===== src/hdl/i2c_ras_pkg.sv =====
`timescale 1ns / 1ps

package i2c_ras_pkg;

   localparam int SLAVE_W = 7;
   localparam int BYTE_W  = 8;

   // request and status codes on the cmd field
   localparam logic [1:0] CMD_READ   = 2'd0;
   localparam logic [1:0] CMD_WRITE  = 2'd1;
   localparam logic [1:0] CMD_BURST  = 2'd2;
   localparam logic [1:0] CMD_STATUS = 2'd3;

   localparam logic [SLAVE_W-1:0] AUTOINC_RESET = 7'd30;

   // engine status codes
   localparam logic [BYTE_W-1:0] ST_START   = 8'h08;
   localparam logic [BYTE_W-1:0] ST_RSTART  = 8'h10;
   localparam logic [BYTE_W-1:0] ST_SLAW    = 8'h18;
   localparam logic [BYTE_W-1:0] ST_DATA_TX = 8'h28;
   localparam logic [BYTE_W-1:0] ST_SLAR    = 8'h40;
   localparam logic [BYTE_W-1:0] ST_RX_ACK  = 8'h50;
   localparam logic [BYTE_W-1:0] ST_RX_NACK = 8'h58;

   localparam logic [BYTE_W-1:0] AUTOINC_BIT = 8'h80;

   typedef enum logic [2:0] {
      ACT_NONE   = 3'd0,
      ACT_START  = 3'd1,
      ACT_SEND   = 3'd2,
      ACT_RDACK  = 3'd3,
      ACT_RDNACK = 3'd4,
      ACT_STOP   = 3'd5
   } action_type;

   typedef enum logic [3:0] {
      PH_IDLE   = 4'd0,
      PH_START  = 4'd1,
      PH_SLAW   = 4'd2,
      PH_SUB    = 4'd3,
      PH_DATA   = 4'd4,
      PH_RSTART = 4'd5,
      PH_SLAR   = 4'd6,
      PH_ACK    = 4'd7,
      PH_NACK   = 4'd8
   } phase_type;

   typedef struct packed {
      logic [1:0]         cmd;
      logic [SLAVE_W-1:0] slave_addr;
      logic [BYTE_W-1:0]  reg_addr;
      logic [BYTE_W-1:0]  write_value;
      logic [BYTE_W-1:0]  count;
      logic [BYTE_W-1:0]  status;
      logic [BYTE_W-1:0]  rx_in;
   } req_payload_type;

   typedef struct packed {
      logic [2:0]        action;
      logic [BYTE_W-1:0] tx_byte;
      logic              rx_valid;
      logic [BYTE_W-1:0] rx_byte;
      logic [BYTE_W-1:0] rx_index;
      logic              done_res;
      logic              success;
   } rsp_payload_type;

   function automatic logic [BYTE_W-1:0] expected_status(input phase_type ph);
      logic [BYTE_W-1:0] exp_code;
      unique case (ph)
         PH_START:          exp_code = ST_START;
         PH_SLAW:           exp_code = ST_SLAW;
         PH_SUB, PH_DATA:   exp_code = ST_DATA_TX;
         PH_RSTART:         exp_code = ST_RSTART;
         PH_SLAR:           exp_code = ST_SLAR;
         PH_ACK:            exp_code = ST_RX_ACK;
         PH_NACK:           exp_code = ST_RX_NACK;
         default:           exp_code = '0;
      endcase
      return exp_code;
   endfunction

endpackage


===== src/hdl/i2c_ras_if.sv =====
`timescale 1ns / 1ps

interface i2c_ras_req_if;
   import i2c_ras_pkg::*;

   logic               valid;
   logic               ready;
   logic [1:0]         cmd;
   logic [SLAVE_W-1:0] slave_addr;
   logic [BYTE_W-1:0]  reg_addr;
   logic [BYTE_W-1:0]  write_value;
   logic [BYTE_W-1:0]  count;
   logic [BYTE_W-1:0]  status;
   logic [BYTE_W-1:0]  rx_in;

   modport source (
      output valid, cmd, slave_addr, reg_addr, write_value, count, status, rx_in,
      input  ready
   );
   modport sink (
      input  valid, cmd, slave_addr, reg_addr, write_value, count, status, rx_in,
      output ready
   );
endinterface

interface i2c_ras_rsp_if;
   import i2c_ras_pkg::*;

   logic              valid;
   logic              ready;
   logic [2:0]        action;
   logic [BYTE_W-1:0] tx_byte;
   logic              rx_valid;
   logic [BYTE_W-1:0] rx_byte;
   logic [BYTE_W-1:0] rx_index;
   logic              done_res;
   logic              success;

   modport source (
      output valid, action, tx_byte, rx_valid, rx_byte, rx_index, done_res, success,
      input  ready
   );
   modport sink (
      input  valid, action, tx_byte, rx_valid, rx_byte, rx_index, done_res, success,
      output ready
   );
endinterface


===== src/hdl/i2c_register_access_sequencer_unit.sv =====
`timescale 1ns / 1ps
// Channel   Dir  Handshake        Beat
// req_chan  in   valid / ready    request (cmd 0..2) or engine status (cmd 3)
// rsp_chan  out  valid / ready    one result beat per request beat
// csr_*     in   csr_wr_en        autoinc_slave, written on any edge with enable
//
// Beats pass input register, core, output register; one beat per cycle unless stalled.
// The loops are the phase and context registers feeding back into the decode stage.
// Reset is synchronous, active high; autoinc_slave returns to 30, phase to idle.
// A stalled result holds in the output register while the input register still fills.

module i2c_register_access_sequencer_unit (
   input  logic                            clock,
   input  logic                            reset,
   input  logic                            csr_wr_en,
   input  logic [i2c_ras_pkg::SLAVE_W-1:0] csr_wr_data,
   i2c_ras_req_if.sink                     req_chan,
   i2c_ras_rsp_if.source                   rsp_chan
);
   import i2c_ras_pkg::*;

   req_payload_type req_data;
   req_payload_type held_req;
   rsp_payload_type core_rsp;
   rsp_payload_type out_rsp;
   logic            held_valid;
   logic            out_stage_ready;
   logic            fire;

   assign req_data.cmd         = req_chan.cmd;
   assign req_data.slave_addr  = req_chan.slave_addr;
   assign req_data.reg_addr    = req_chan.reg_addr;
   assign req_data.write_value = req_chan.write_value;
   assign req_data.count       = req_chan.count;
   assign req_data.status      = req_chan.status;
   assign req_data.rx_in       = req_chan.rx_in;

   i2c_ras_in_stage u_in_stage (
      .clock     (clock),
      .reset     (reset),
      .in_valid  (req_chan.valid),
      .in_ready  (req_chan.ready),
      .in_data   (req_data),
      .out_valid (held_valid),
      .out_take  (fire),
      .out_data  (held_req)
   );

   i2c_ras_core u_core (
      .clock       (clock),
      .reset       (reset),
      .csr_wr_en   (csr_wr_en),
      .csr_wr_data (csr_wr_data),
      .in_valid    (held_valid),
      .in_data     (held_req),
      .out_ready   (out_stage_ready),
      .fire        (fire),
      .out_data    (core_rsp)
   );

   i2c_ras_out_stage u_out_stage (
      .clock     (clock),
      .reset     (reset),
      .in_load   (fire),
      .in_ready  (out_stage_ready),
      .in_data   (core_rsp),
      .out_valid (rsp_chan.valid),
      .out_ready (rsp_chan.ready),
      .out_data  (out_rsp)
   );

   assign rsp_chan.action   = out_rsp.action;
   assign rsp_chan.tx_byte  = out_rsp.tx_byte;
   assign rsp_chan.rx_valid = out_rsp.rx_valid;
   assign rsp_chan.rx_byte  = out_rsp.rx_byte;
   assign rsp_chan.rx_index = out_rsp.rx_index;
   assign rsp_chan.done_res = out_rsp.done_res;
   assign rsp_chan.success  = out_rsp.success;

endmodule


===== src/hdl/i2c_ras_in_stage.sv =====
`timescale 1ns / 1ps

module i2c_ras_in_stage (
   input  logic                         clock,
   input  logic                         reset,
   input  logic                         in_valid,
   output logic                         in_ready,
   input  i2c_ras_pkg::req_payload_type in_data,
   output logic                         out_valid,
   input  logic                         out_take,
   output i2c_ras_pkg::req_payload_type out_data
);
   import i2c_ras_pkg::*;

   logic            valid_ff, valid_in;
   req_payload_type data_ff;

   // refill in the same cycle the held beat moves on
   assign in_ready = !valid_ff || out_take;

   always_comb begin
      valid_in = valid_ff;
      if (in_ready) begin
         valid_in = in_valid;
      end
   end

   always_ff @(posedge clock) begin
      if (reset) begin
         valid_ff <= 1'b0;
      end else begin
         valid_ff <= valid_in;
      end
   end

   always_ff @(posedge clock) begin
      if (in_ready && in_valid) begin
         data_ff <= in_data;
      end
   end

   assign out_valid = valid_ff;
   assign out_data  = data_ff;

endmodule


===== src/hdl/i2c_ras_core.sv =====
`timescale 1ns / 1ps

module i2c_ras_core (
   input  logic                                clock,
   input  logic                                reset,
   input  logic                                csr_wr_en,
   input  logic [i2c_ras_pkg::SLAVE_W-1:0]     csr_wr_data,
   input  logic                                in_valid,
   input  i2c_ras_pkg::req_payload_type        in_data,
   input  logic                                out_ready,
   output logic                                fire,
   output i2c_ras_pkg::rsp_payload_type        out_data
);
   import i2c_ras_pkg::*;

   phase_type          phase_ff, phase_in;
   logic [1:0]         kind_ff, kind_in;
   logic [SLAVE_W-1:0] target_ff, target_in;
   logic [BYTE_W-1:0]  subaddr_ff, subaddr_in;
   logic [BYTE_W-1:0]  pending_ff, pending_in;
   logic [BYTE_W-1:0]  remaining_ff, remaining_in;
   logic [BYTE_W-1:0]  index_ff, index_in;
   logic [SLAVE_W-1:0] autoinc_ff;

   logic              is_req;
   logic              status_ok;
   logic [BYTE_W-1:0] rem_dec;
   logic              burst_autoinc;
   rsp_payload_type   rsp;

   assign fire          = in_valid && out_ready;
   assign is_req        = in_data.cmd != CMD_STATUS;
   assign status_ok     = in_data.status == expected_status(phase_ff);
   assign rem_dec       = remaining_ff - 1'b1;
   assign burst_autoinc = (kind_ff == CMD_BURST) && (target_ff == autoinc_ff);

   // next phase
   always_comb begin
      phase_in = phase_ff;
      if (is_req) begin
         if (phase_ff == PH_IDLE) begin
            phase_in = PH_START;
         end
      end else if (!status_ok) begin
         phase_in = PH_IDLE;
      end else begin
         unique case (phase_ff)
            PH_START:  phase_in = PH_SLAW;
            PH_SLAW:   phase_in = PH_SUB;
            PH_SUB:    phase_in = (kind_ff == CMD_WRITE) ? PH_DATA : PH_RSTART;
            PH_RSTART: phase_in = PH_SLAR;
            PH_SLAR: begin
               priority if (kind_ff != CMD_BURST || remaining_ff == 8'd1) begin
                  phase_in = PH_NACK;
               end else if (remaining_ff == '0) begin
                  phase_in = PH_IDLE;
               end else begin
                  phase_in = PH_ACK;
               end
            end
            PH_ACK:    phase_in = (rem_dec <= 8'd1) ? PH_NACK : PH_ACK;
            default:   phase_in = PH_IDLE;
         endcase
      end
   end

   // result and transaction context
   always_comb begin
      rsp          = '0;
      kind_in      = kind_ff;
      target_in    = target_ff;
      subaddr_in   = subaddr_ff;
      pending_in   = pending_ff;
      remaining_in = remaining_ff;
      index_in     = index_ff;
      if (is_req) begin
         if (phase_ff == PH_IDLE) begin
            kind_in      = in_data.cmd;
            target_in    = in_data.slave_addr;
            subaddr_in   = in_data.reg_addr;
            pending_in   = in_data.write_value;
            remaining_in = in_data.count;
            index_in     = '0;
            rsp.action   = ACT_START;
         end
      end else if (phase_ff == PH_IDLE) begin
         rsp = '0;
      end else if (!status_ok) begin
         rsp.action   = ACT_STOP;
         rsp.done_res = 1'b1;
      end else begin
         unique case (phase_ff)
            PH_START: begin
               rsp.action  = ACT_SEND;
               rsp.tx_byte = {target_ff, 1'b0};
            end
            PH_SLAW: begin
               rsp.action  = ACT_SEND;
               rsp.tx_byte = burst_autoinc ? (subaddr_ff | AUTOINC_BIT) : subaddr_ff;
            end
            PH_SUB: begin
               if (kind_ff == CMD_WRITE) begin
                  rsp.action  = ACT_SEND;
                  rsp.tx_byte = pending_ff;
               end else begin
                  rsp.action = ACT_START;
               end
            end
            PH_DATA: begin
               rsp.action   = ACT_STOP;
               rsp.done_res = 1'b1;
               rsp.success  = 1'b1;
            end
            PH_RSTART: begin
               rsp.action  = ACT_SEND;
               rsp.tx_byte = {target_ff, 1'b1};
            end
            PH_SLAR: begin
               priority if (kind_ff != CMD_BURST || remaining_ff == 8'd1) begin
                  rsp.action = ACT_RDNACK;
               end else if (remaining_ff == '0) begin
                  rsp.action   = ACT_STOP;
                  rsp.done_res = 1'b1;
                  rsp.success  = 1'b1;
               end else begin
                  rsp.action = ACT_RDACK;
               end
            end
            PH_ACK: begin
               rsp.rx_valid = 1'b1;
               rsp.rx_byte  = in_data.rx_in;
               rsp.rx_index = index_ff;
               index_in     = index_ff + 1'b1;
               remaining_in = rem_dec;
               rsp.action   = (rem_dec <= 8'd1) ? ACT_RDNACK : ACT_RDACK;
            end
            default: begin
               rsp.rx_valid = 1'b1;
               rsp.rx_byte  = in_data.rx_in;
               rsp.rx_index = index_ff;
               rsp.action   = ACT_STOP;
               rsp.done_res = 1'b1;
               rsp.success  = 1'b1;
            end
         endcase
      end
   end

   assign out_data = rsp;

   always_ff @(posedge clock) begin
      if (reset) begin
         phase_ff     <= PH_IDLE;
         kind_ff      <= '0;
         target_ff    <= '0;
         subaddr_ff   <= '0;
         pending_ff   <= '0;
         remaining_ff <= '0;
         index_ff     <= '0;
      end else if (fire) begin
         phase_ff     <= phase_in;
         kind_ff      <= kind_in;
         target_ff    <= target_in;
         subaddr_ff   <= subaddr_in;
         pending_ff   <= pending_in;
         remaining_ff <= remaining_in;
         index_ff     <= index_in;
      end
   end

   always_ff @(posedge clock) begin
      if (reset) begin
         autoinc_ff <= AUTOINC_RESET;
      end else if (csr_wr_en) begin
         autoinc_ff <= csr_wr_data;
      end
   end

`ifndef SYNTHESIS
   a_done_is_stop: assert property (@(posedge clock) disable iff (reset)
      fire && rsp.done_res |-> rsp.action == ACT_STOP)
      else $error("done result without stop action");

   a_success_needs_done: assert property (@(posedge clock) disable iff (reset)
      fire && rsp.success |-> rsp.done_res)
      else $error("success flagged without done");

   a_rx_only_in_read: assert property (@(posedge clock) disable iff (reset)
      fire && rsp.rx_valid |-> (phase_ff == PH_ACK || phase_ff == PH_NACK))
      else $error("received byte delivered outside a read phase");

   a_done_goes_idle: assert property (@(posedge clock) disable iff (reset)
      fire && rsp.done_res |=> phase_ff == PH_IDLE)
      else $error("transaction ended but sequencer not idle");
`endif

endmodule


===== src/hdl/i2c_ras_out_stage.sv =====
`timescale 1ns / 1ps

module i2c_ras_out_stage (
   input  logic                         clock,
   input  logic                         reset,
   input  logic                         in_load,
   output logic                         in_ready,
   input  i2c_ras_pkg::rsp_payload_type in_data,
   output logic                         out_valid,
   input  logic                         out_ready,
   output i2c_ras_pkg::rsp_payload_type out_data
);
   import i2c_ras_pkg::*;

   logic            valid_ff, valid_in;
   rsp_payload_type data_ff;

   assign in_ready = !valid_ff || out_ready;

   always_comb begin
      valid_in = valid_ff;
      if (in_ready) begin
         valid_in = in_load;
      end
   end

   always_ff @(posedge clock) begin
      if (reset) begin
         valid_ff <= 1'b0;
      end else begin
         valid_ff <= valid_in;
      end
   end

   always_ff @(posedge clock) begin
      if (in_load) begin
         data_ff <= in_data;
      end
   end

   assign out_valid = valid_ff;
   assign out_data  = data_ff;

endmodule

===== src/flat_wrapper.sv =====
// flat-port wrapper written by rule: the top's interface ports become plain ports
module i2c_register_access_sequencer_unit_flat import i2c_ras_pkg::*;
  (clock, reset, csr_wr_en, csr_wr_data, req_chan_valid, req_chan_cmd, req_chan_slave_addr, req_chan_reg_addr, req_chan_write_value, req_chan_count, req_chan_status, req_chan_rx_in, req_chan_ready, rsp_chan_valid, rsp_chan_action, rsp_chan_tx_byte, rsp_chan_rx_valid, rsp_chan_rx_byte, rsp_chan_rx_index, rsp_chan_done_res, rsp_chan_success, rsp_chan_ready);
  i2c_ras_req_if req_chan_i ();
  i2c_ras_rsp_if rsp_chan_i ();
  input  logic clock;
  input  logic reset;
  input  logic csr_wr_en;
  input  logic [i2c_ras_pkg::SLAVE_W-1:0] csr_wr_data;
  input wire logic [$bits(req_chan_i.valid)-1:0] req_chan_valid;
  input wire logic [$bits(req_chan_i.cmd)-1:0] req_chan_cmd;
  input wire logic [$bits(req_chan_i.slave_addr)-1:0] req_chan_slave_addr;
  input wire logic [$bits(req_chan_i.reg_addr)-1:0] req_chan_reg_addr;
  input wire logic [$bits(req_chan_i.write_value)-1:0] req_chan_write_value;
  input wire logic [$bits(req_chan_i.count)-1:0] req_chan_count;
  input wire logic [$bits(req_chan_i.status)-1:0] req_chan_status;
  input wire logic [$bits(req_chan_i.rx_in)-1:0] req_chan_rx_in;
  output wire logic [$bits(req_chan_i.ready)-1:0] req_chan_ready;
  output wire logic [$bits(rsp_chan_i.valid)-1:0] rsp_chan_valid;
  output wire logic [$bits(rsp_chan_i.action)-1:0] rsp_chan_action;
  output wire logic [$bits(rsp_chan_i.tx_byte)-1:0] rsp_chan_tx_byte;
  output wire logic [$bits(rsp_chan_i.rx_valid)-1:0] rsp_chan_rx_valid;
  output wire logic [$bits(rsp_chan_i.rx_byte)-1:0] rsp_chan_rx_byte;
  output wire logic [$bits(rsp_chan_i.rx_index)-1:0] rsp_chan_rx_index;
  output wire logic [$bits(rsp_chan_i.done_res)-1:0] rsp_chan_done_res;
  output wire logic [$bits(rsp_chan_i.success)-1:0] rsp_chan_success;
  input wire logic [$bits(rsp_chan_i.ready)-1:0] rsp_chan_ready;
  assign req_chan_i.valid = req_chan_valid;
  assign req_chan_i.cmd = req_chan_cmd;
  assign req_chan_i.slave_addr = req_chan_slave_addr;
  assign req_chan_i.reg_addr = req_chan_reg_addr;
  assign req_chan_i.write_value = req_chan_write_value;
  assign req_chan_i.count = req_chan_count;
  assign req_chan_i.status = req_chan_status;
  assign req_chan_i.rx_in = req_chan_rx_in;
  assign req_chan_ready = req_chan_i.ready;
  assign rsp_chan_valid = rsp_chan_i.valid;
  assign rsp_chan_action = rsp_chan_i.action;
  assign rsp_chan_tx_byte = rsp_chan_i.tx_byte;
  assign rsp_chan_rx_valid = rsp_chan_i.rx_valid;
  assign rsp_chan_rx_byte = rsp_chan_i.rx_byte;
  assign rsp_chan_rx_index = rsp_chan_i.rx_index;
  assign rsp_chan_done_res = rsp_chan_i.done_res;
  assign rsp_chan_success = rsp_chan_i.success;
  assign rsp_chan_i.ready = rsp_chan_ready;
  i2c_register_access_sequencer_unit u_core (.clock(clock), .reset(reset), .csr_wr_en(csr_wr_en), .csr_wr_data(csr_wr_data), .req_chan(req_chan_i), .rsp_chan(rsp_chan_i));
endmodule

===== config.mk =====
export PLATFORM = sky130hd
export DESIGN_NAME = i2c_register_access_sequencer_unit_flat
export DESIGN_NICKNAME = d
export VERILOG_FILES = /design/src/hdl/i2c_ras_pkg.sv /design/src/hdl/i2c_ras_if.sv /design/src/hdl/i2c_register_access_sequencer_unit.sv /design/src/hdl/i2c_ras_in_stage.sv /design/src/hdl/i2c_ras_core.sv /design/src/hdl/i2c_ras_out_stage.sv /design/src/flat_wrapper.sv
export SDC_FILE = /design/constraint.sdc
export NUM_CORES = 1
export LEC_CHECK = 0
export BUFFER_PORTS_ARGS = -buffer_cell sky130_fd_sc_hd__buf_4
export CORE_UTILIZATION = 25
export CTS_BUF_LIST = sky130_fd_sc_hd__clkbuf_8
export DETAILED_ROUTE_END_ITERATION = 10
export HOLD_SLACK_MARGIN = 0.12
export PLACE_DENSITY = 0.42
export SYNTH_ARGS = -nofsm -noshare
export SYNTH_HDL_FRONTEND = slang
export SYNTH_SLANG_ARGS = --single-unit

===== constraint.sdc =====
create_clock -name clock -period 4.35 [get_ports clock]
set_clock_uncertainty 0.05 [all_clocks]
set_input_delay 0.435 -clock clock [delete_from_list [all_inputs] [get_ports clock]]
set_output_delay 0.435 -clock clock [all_outputs]
set_load 0.02 [all_outputs]

==> impl_metrics.json, run 1 <==
{
  "status": "completed",
  "slew_headroom_pct": 18.16,
  "via_count": 4159,
  "synth_fp_nets": 568,
  "cts_resized": 0,
  "period_share_pct": 71.61,
  "fin_tns_setup_ns": 0,
  "yosysSeqAreaShare_pct": 63.29,
  "pwr-share-seq_pct": 51.5,
  "cts-root-buf": "clkbuf_8",
  "rows": 54,
  "clk_pin_slew_ns": 0.08,
  "grt_pass1_vias": 4148,
  "ys_types": 58,
  "drc": 0,
  "clock-sinks": 137,
  "synth-seq-cells": 137,
  "areaGrowthSynthToFinish_pct": 33.93,
  "postSynthAreaPerCell_sq_um": 11.10,
  "grt_max_degree": 50,
  "gp_congestion": 0.7964,
  "rsz0062_at_grt": "no",
  "tightest_slew_ns": 1.228,
  "yosysMostFrequentCell": "edfxtp_1",
  "synth_compound_area_share_pct": 11.59,
  "synthMuxAreaShare_pct": 1.614,
  "slew_violations": 0,
  "routed_wl_mm": 13.59,
  "synthTopCellsByArea": "edfxtp_1, dfxtp_1, nand2_1, a21oi_1, nor2_1",
  "viasPerCell": 4.424,
  "io_buffers": 92,
  "finalSetupViolCount": 0,
  "crit_type": "reg2reg",
  "antenna_found_initial": 0,
  "p_switching_mw": 0.6724,
  "maxCapViolCount": 0,
  "cts_setup_buffers": 0,
  "cts_tree": "done",
  "clockBufferDepth": 2,
  "htreeDepth": 4,
  "timing.final.ws_setup_ns": 1.235,
  "synth-simple-area-share_pct": 17.26,
  "endpoint_kind": "flip-flop",
  "synth_top_cell_by_area": "edfxtp_1",
  "drtIter0Drc": 175,
  "start_util_pct": 25.50,
  "die_w_um": 151.4,
  "synthCells": 503,
  "avgRoutedWirePerCell_um": 14.45,
  "hold_class": "in2reg",
  "n_antenna_cell": 0,
  "drive_gt1_share_pct": 21.21,
  "io_pins": 93,
  "first_pass_iters": 4,
  "synth_top_area_share_pct": 42.49,
  "nNetsFinal": 712,
  "p_int_mw": 2.175,
  "dieHeight_um": 151.4,
  "fin_crit_ns": 3.115,
  "grt_pass1_wl_mm": 21.42,
  "whs_ns": 0.1504,
  "fin_util_pct": 34.16,
  "ir_drop_v": 0.0001629,
  "path_max_fanout": 21,
  "overflow": 0,
  "arrival_ns": 3.44,
  "synth_edf_count": 79,
  "place_ws_ns": 1.272,
  "synth-xor-area-share_pct": 3.138,
  "synth_top_family_by_area": "simple AND/OR/NAND/NOR gates",
  "power.clock.fraction_pct": 39.2,
  "power_density_nw_per_um2": 380.8,
  "cp_data_required_time_ns": 4.67,
  "core_area_sq_um": 21890,
  "ys.flop_type": "edfxtp_1",
  "ant_nets": 0,
  "hpwlAfterDp_mm": 9.514,
  "combinationalPowerShare_pct": 9.3,
  "critPathLaunchType": "flip-flop",
  "cts_buffers": 17,
  "dieArea_sq_um": 22930,
  "synthAdderAreaFrac_pct": 0.8965,
  "clock.fmax_mhz": 321.0,
  "clkLatencyLatePin_ns": 0.45,
  "async_reset_ff_share_pct": 0,
  "gr-usage-all-layers_pct": 12.52,
  "finalHoldViolCount": 0,
  "swShare_pct": 23.61,
  "cellLeakagePower_nw": 2.819,
  "synthTopCellsByCount": "edfxtp_1, nand2_1, dfxtp_1",
  "synth_warnings": 0,
  "syn_area_sq_um": 5583
}
-- power groups by stage --
| stage | logic, mW | registers (mW) | clock network, mW |
|---|---|---|---|
| after floorplan | 0.126 | 1.50 | 0 |
| after global placement | 0.229 | 1.50 | 0 |
| after detailed placement | 0.232 | 1.50 | 0 |
| after CTS | 0.268 | 1.47 | 1.16 |
| after global routing | 0.292 | 1.47 | 1.21 |
| final | 0.264 | 1.47 | 1.12 |
-- sequential cells by signal, indices dropped and copies added (netlist names), named ones only --
register                      cells
u_core.u_in_stage.out_valid       1
u_core.u_core.autoinc_ff          7
u_core.u_core.pending_ff          8
u_core.u_in_stage.out_data       49
u_core.u_core.phase_ff            4
u_core.u_core.index_ff            8
u_core.u_out_stage.out_data      30
u_core.u_core.kind_ff             2
u_core.u_core.target_ff           7
u_core.u_out_stage.out_valid      1
u_core.u_core.subaddr_ff          8
u_core.u_core.remaining_ff        8
-- metrics by stage --
| step | instance area (sq um) | power, mW | instances |
|---|---|---|---|
| floorplan | 5583 | 1.624 | 503 |
| global placement | 6570 | 1.725 | 859 |
| detailed placement | 6570 | 1.730 | 859 |
| CTS | 7477 | 2.895 | 940 |
| global route | 7477 | 2.979 | 940 |
| finish | 7477 | 2.847 | 940 |
-- per-layer routing --
metal | track usage [%] | vias up | wire [um]
met5 | 0 | - | 0
met4 | 5.950 | 0 | 267
met3 | 3.253 | 17 | 558
met2 | 19.86 | 114 | 6293
met1 | 15.77 | 1931 | 6466
li1 | - | 2097 | -
-- critical path: stages (launching register included) --
cell and delay, ns:
dfxtp_1 0.72, nor4_1 0.24, nand2b_1 0.27, o41ai_1 0.32, and2_1 0.65, nand3_1 0.24, or3_1 0.39, a21oi_1 0.14
-- layout make-up --
cell class	count	area, sq um
Inverter	9	33.78
Multi-Input combinational cell	337	1932
Clock buffer	17	234.0
Clock inverter	15	182.7
Tap cell	280	350.3
Fill cell	2234	14410
Timing Repair Buffer	145	1211
Sequential cell	137	3533
-- cell families (layout without fill, tap and decap cells) --
logic type	Yosys count	count (layout)
xor+xnor	20	20
simple gates	203	203
flops	137	137
buf+inv	29	186
compound gates	101	101
fa+ha+maj	4	4
mux	9	9
-- path summary, 6_finish.rpt --
check,slack [ns],start,endpoint,depth (start not counted)
setup / recovery,1.24,u_core.u_core.phase_ff[3]$_SDFFE_PP0P_,u_core.u_core.index_ff[7]$_SDFFE_PP0P_,7
hold reg to reg,0.41,u_core.u_core.pending_ff[7]$_SDFFE_PP0P_,u_core.u_core.pending_ff[7]$_SDFFE_PP0P_,2
hold / removal,0.15,csr_wr_data[1],u_core.u_core.autoinc_ff[1]$_SDFFE_PP1P_,3
setup reg to reg,1.24,u_core.u_core.phase_ff[3]$_SDFFE_PP0P_,u_core.u_core.index_ff[7]$_SDFFE_PP0P_,7
-- cells in the final DEF (no fill, tap or decap), types with 12 or more instances in the layout --
cell            n
nand3_1        14
dlygate4sd3_1  49
and2_1         21
nand2_1        71
nor2_1         52
xor2_1         12
a21oi_1        44
o21ai_0        16
buf_4          96
clkbuf_8       17
edfxtp_1       79
dfxtp_1        58
-- repair_timing --
item / CTS / global route
endpoints found under the setup margin: 0 / 0
hold buffers: 49 / 0
endpoints found under the hold margin: 49 / 0
(Power assumes the default switching activity.)
==> run 2, diff against run 1 <==
==> constraint.sdc (replaced) <==
create_clock -name clock -period 3.1 [get_ports clock]
set_clock_uncertainty 0.05 [all_clocks]
set_input_delay 0.31 -clock clock [delete_from_list [all_inputs] [get_ports clock]]
set_output_delay 0.31 -clock clock [all_outputs]
set_load 0.02 [all_outputs]
==> run 2 against run 1 <==
- worst setup slack worse by 0.77 ns
- clock power up 32%
- non-clock buffer count up 14
- sequential share of layout area decreased by 0.69 points
- first-iteration DRC count increased by 42%
- routed wire length is 2.2% lower
- final cell count grew 1.5%
==> impl_metrics.json, run 2 (synthesis gave the netlist of run 1 again) <==
{
  "cellLeakagePower_nw": 2.890,
  "endpoint_kind": "flip-flop",
  "arrival_ns": 2.96,
  "fin_tns_setup_ns": 0,
  "fin_area_sq_um": 7587,
  "fin_crit_ns": 2.637,
  "antenna_found_initial": 0,
  "pwr-share-seq_pct": 52.5,
  "swShare_pct": 23.05,
  "routed_wl_mm": 13.29,
  "status": "completed",
  "cp_data_required_time_ns": 3.42,
  "dieArea_sq_um": 22930,
  "timing.final.ws_setup_ns": 0.4626,
  "critPathLaunchType": "flip-flop",
  "overflow": 0,
  "place_ws_ns": 0.4146,
  "ant_nets": 0,
  "power_density_nw_per_um2": 517.5,
  "p_int_mw": 3.021,
  "cts_buffers": 17,
  "clk_pin_slew_ns": 0.07,
  "clockBufferDepth": 2,
  "gr-usage-all-layers_pct": 11.87,
  "crit_type": "reg2reg",
  "viasPerCell": 4.431,
  "largest_reg_flops": 49,
  "tightest_slew_ns": 0.8408,
  "power.clock.fraction_pct": 37.7,
  "maxCapViolCount": 0,
  "ir_drop_v": 0.0003268,
  "gp_congestion": 0.8129,
  "core_area_sq_um": 21890,
  "drive_gt1_share_pct": 21.07,
  "avgRoutedWirePerCell_um": 13.93,
  "grt_pass1_vias": 4156,
  "nNetsFinal": 726,
  "slew_violations": 0,
  "drtIter0Drc": 249,
  "placedInstanceArea_sq_um": 6618,
  "dieHeight_um": 151.4,
  "grt_max_degree": 50,
  "cts_tree": "done",
  "p_switching_mw": 0.9052,
  "finalSetupViolCount": 0,
  "areaGrowthSynthToFinish_pct": 35.90,
  "hold_class": "in2reg",
  "htreeDepth": 4,
  "hpwlAfterDp_mm": 9.348,
  "period_share_pct": 85.08,
  "die_w_um": 151.4,
  "drc": 0,
  "via_count": 4227,
  "instances_no_fill": 954,
  "first_pass_iters": 5,
  "start_util_pct": 25.50,
  "numPlacedInstances": 865,
  "cts-root-buf": "clkbuf_8",
  "io_buffers": 92,
  "path_max_fanout": 8,
  "slew_headroom_pct": 43.74,
  "clock-sinks": 137,
  "clkLatencyLatePin_ns": 0.44,
  "rows": 54,
  "mostFrequentLayoutCells": "buf_4, edfxtp_1, nand2_1",
  "n_antenna_cell": 0,
  "final_common_cell": "buf_4",
  "combinationalPowerShare_pct": 9.8,
  "grt_pass1_wl_mm": 20.35,
  "io_pins": 93,
  "finalHoldViolCount": 0,
  "rsz0062_at_grt": "no",
  "clock.fmax_mhz": 379.2
}
==> run 2: power by group through the flow <==
stage,Sequential [mW],Combinational (mW),Clock [mW]
after CTS,2.06,0.391,1.54
after global placement,2.10,0.328,0
after floorplan,2.10,0.178,0
after global routing,2.07,0.423,1.60
final,2.06,0.384,1.48
after detailed placement,2.10,0.333,0
==> run 2: layout make-up <==
type	count	area [sq um]
multi-input combinational	337	1934
sequential	137	3533
clock buffer	19	261.5
fill	2293	14300
timing repair buffer	159	1336
tap	280	350.3
clock inverter	13	137.6
inverter	9	33.78
==> run 2: per-stage QoR <==
step	util, %	power, mW	hold slack (ns)
2_1_floorplan	-	2.279	0.3589
3_3_place_gp	30.23	2.427	0.3993
3_5_place_dp	30.23	2.435	0.4009
4_1_cts	34.66	3.991	0.1315
5_1_grt	34.66	4.089	0.1514
6_report	34.66	3.927	0.1549
==> run 2: routing by layer <==
| metal | GRT usage (%) | part of all wire, % |
|---|---|---|
| met3 | 2.861 | 4.4 |
| met5 | 0 | 0 |
| met4 | 4.600 | 1.4 |
| met1 | 14.07 | 46 |
| met2 | 20.55 | 49 |
==> run 2: worst max-delay path, stage by stage, from the launching register on <==
cell and delay [ns]:
dfxtp_1 0.39, inv_1 0.12, ha_1 0.30, or2_2 0.30, a311oi_1 0.26, a211o_1 0.22, o21ai_0 0.10, a21boi_2 0.22
or4_1 0.49, a21oi_1 0.13
==> run 2: final timing paths <==
check,from,endpoint,slack [ns],cells after the start
max reg2reg,u_core.u_core.remaining_ff[0]$_SDFFE_PP0P_,flip-flop,0.46,9
max,u_core.u_core.remaining_ff[0]$_SDFFE_PP0P_,flip-flop,0.46,9
min,csr_wr_en,u_core.u_core.autoinc_ff[1]$_SDFFE_PP1P_,0.15,3
min reg2reg,u_core.u_core.pending_ff[2]$_SDFFE_PP0P_,u_core.u_core.pending_ff[2]$_SDFFE_PP0P_,0.41,2
==> run 2: repair_timing <==
action | CTS | global route
hold buffers | 57 | 0
endpoints found under the setup margin | 0 | 0
buffers inserted | 0 | 0
endpoints found under the hold margin | 57 | 0
gates resized for setup | 0 | 0
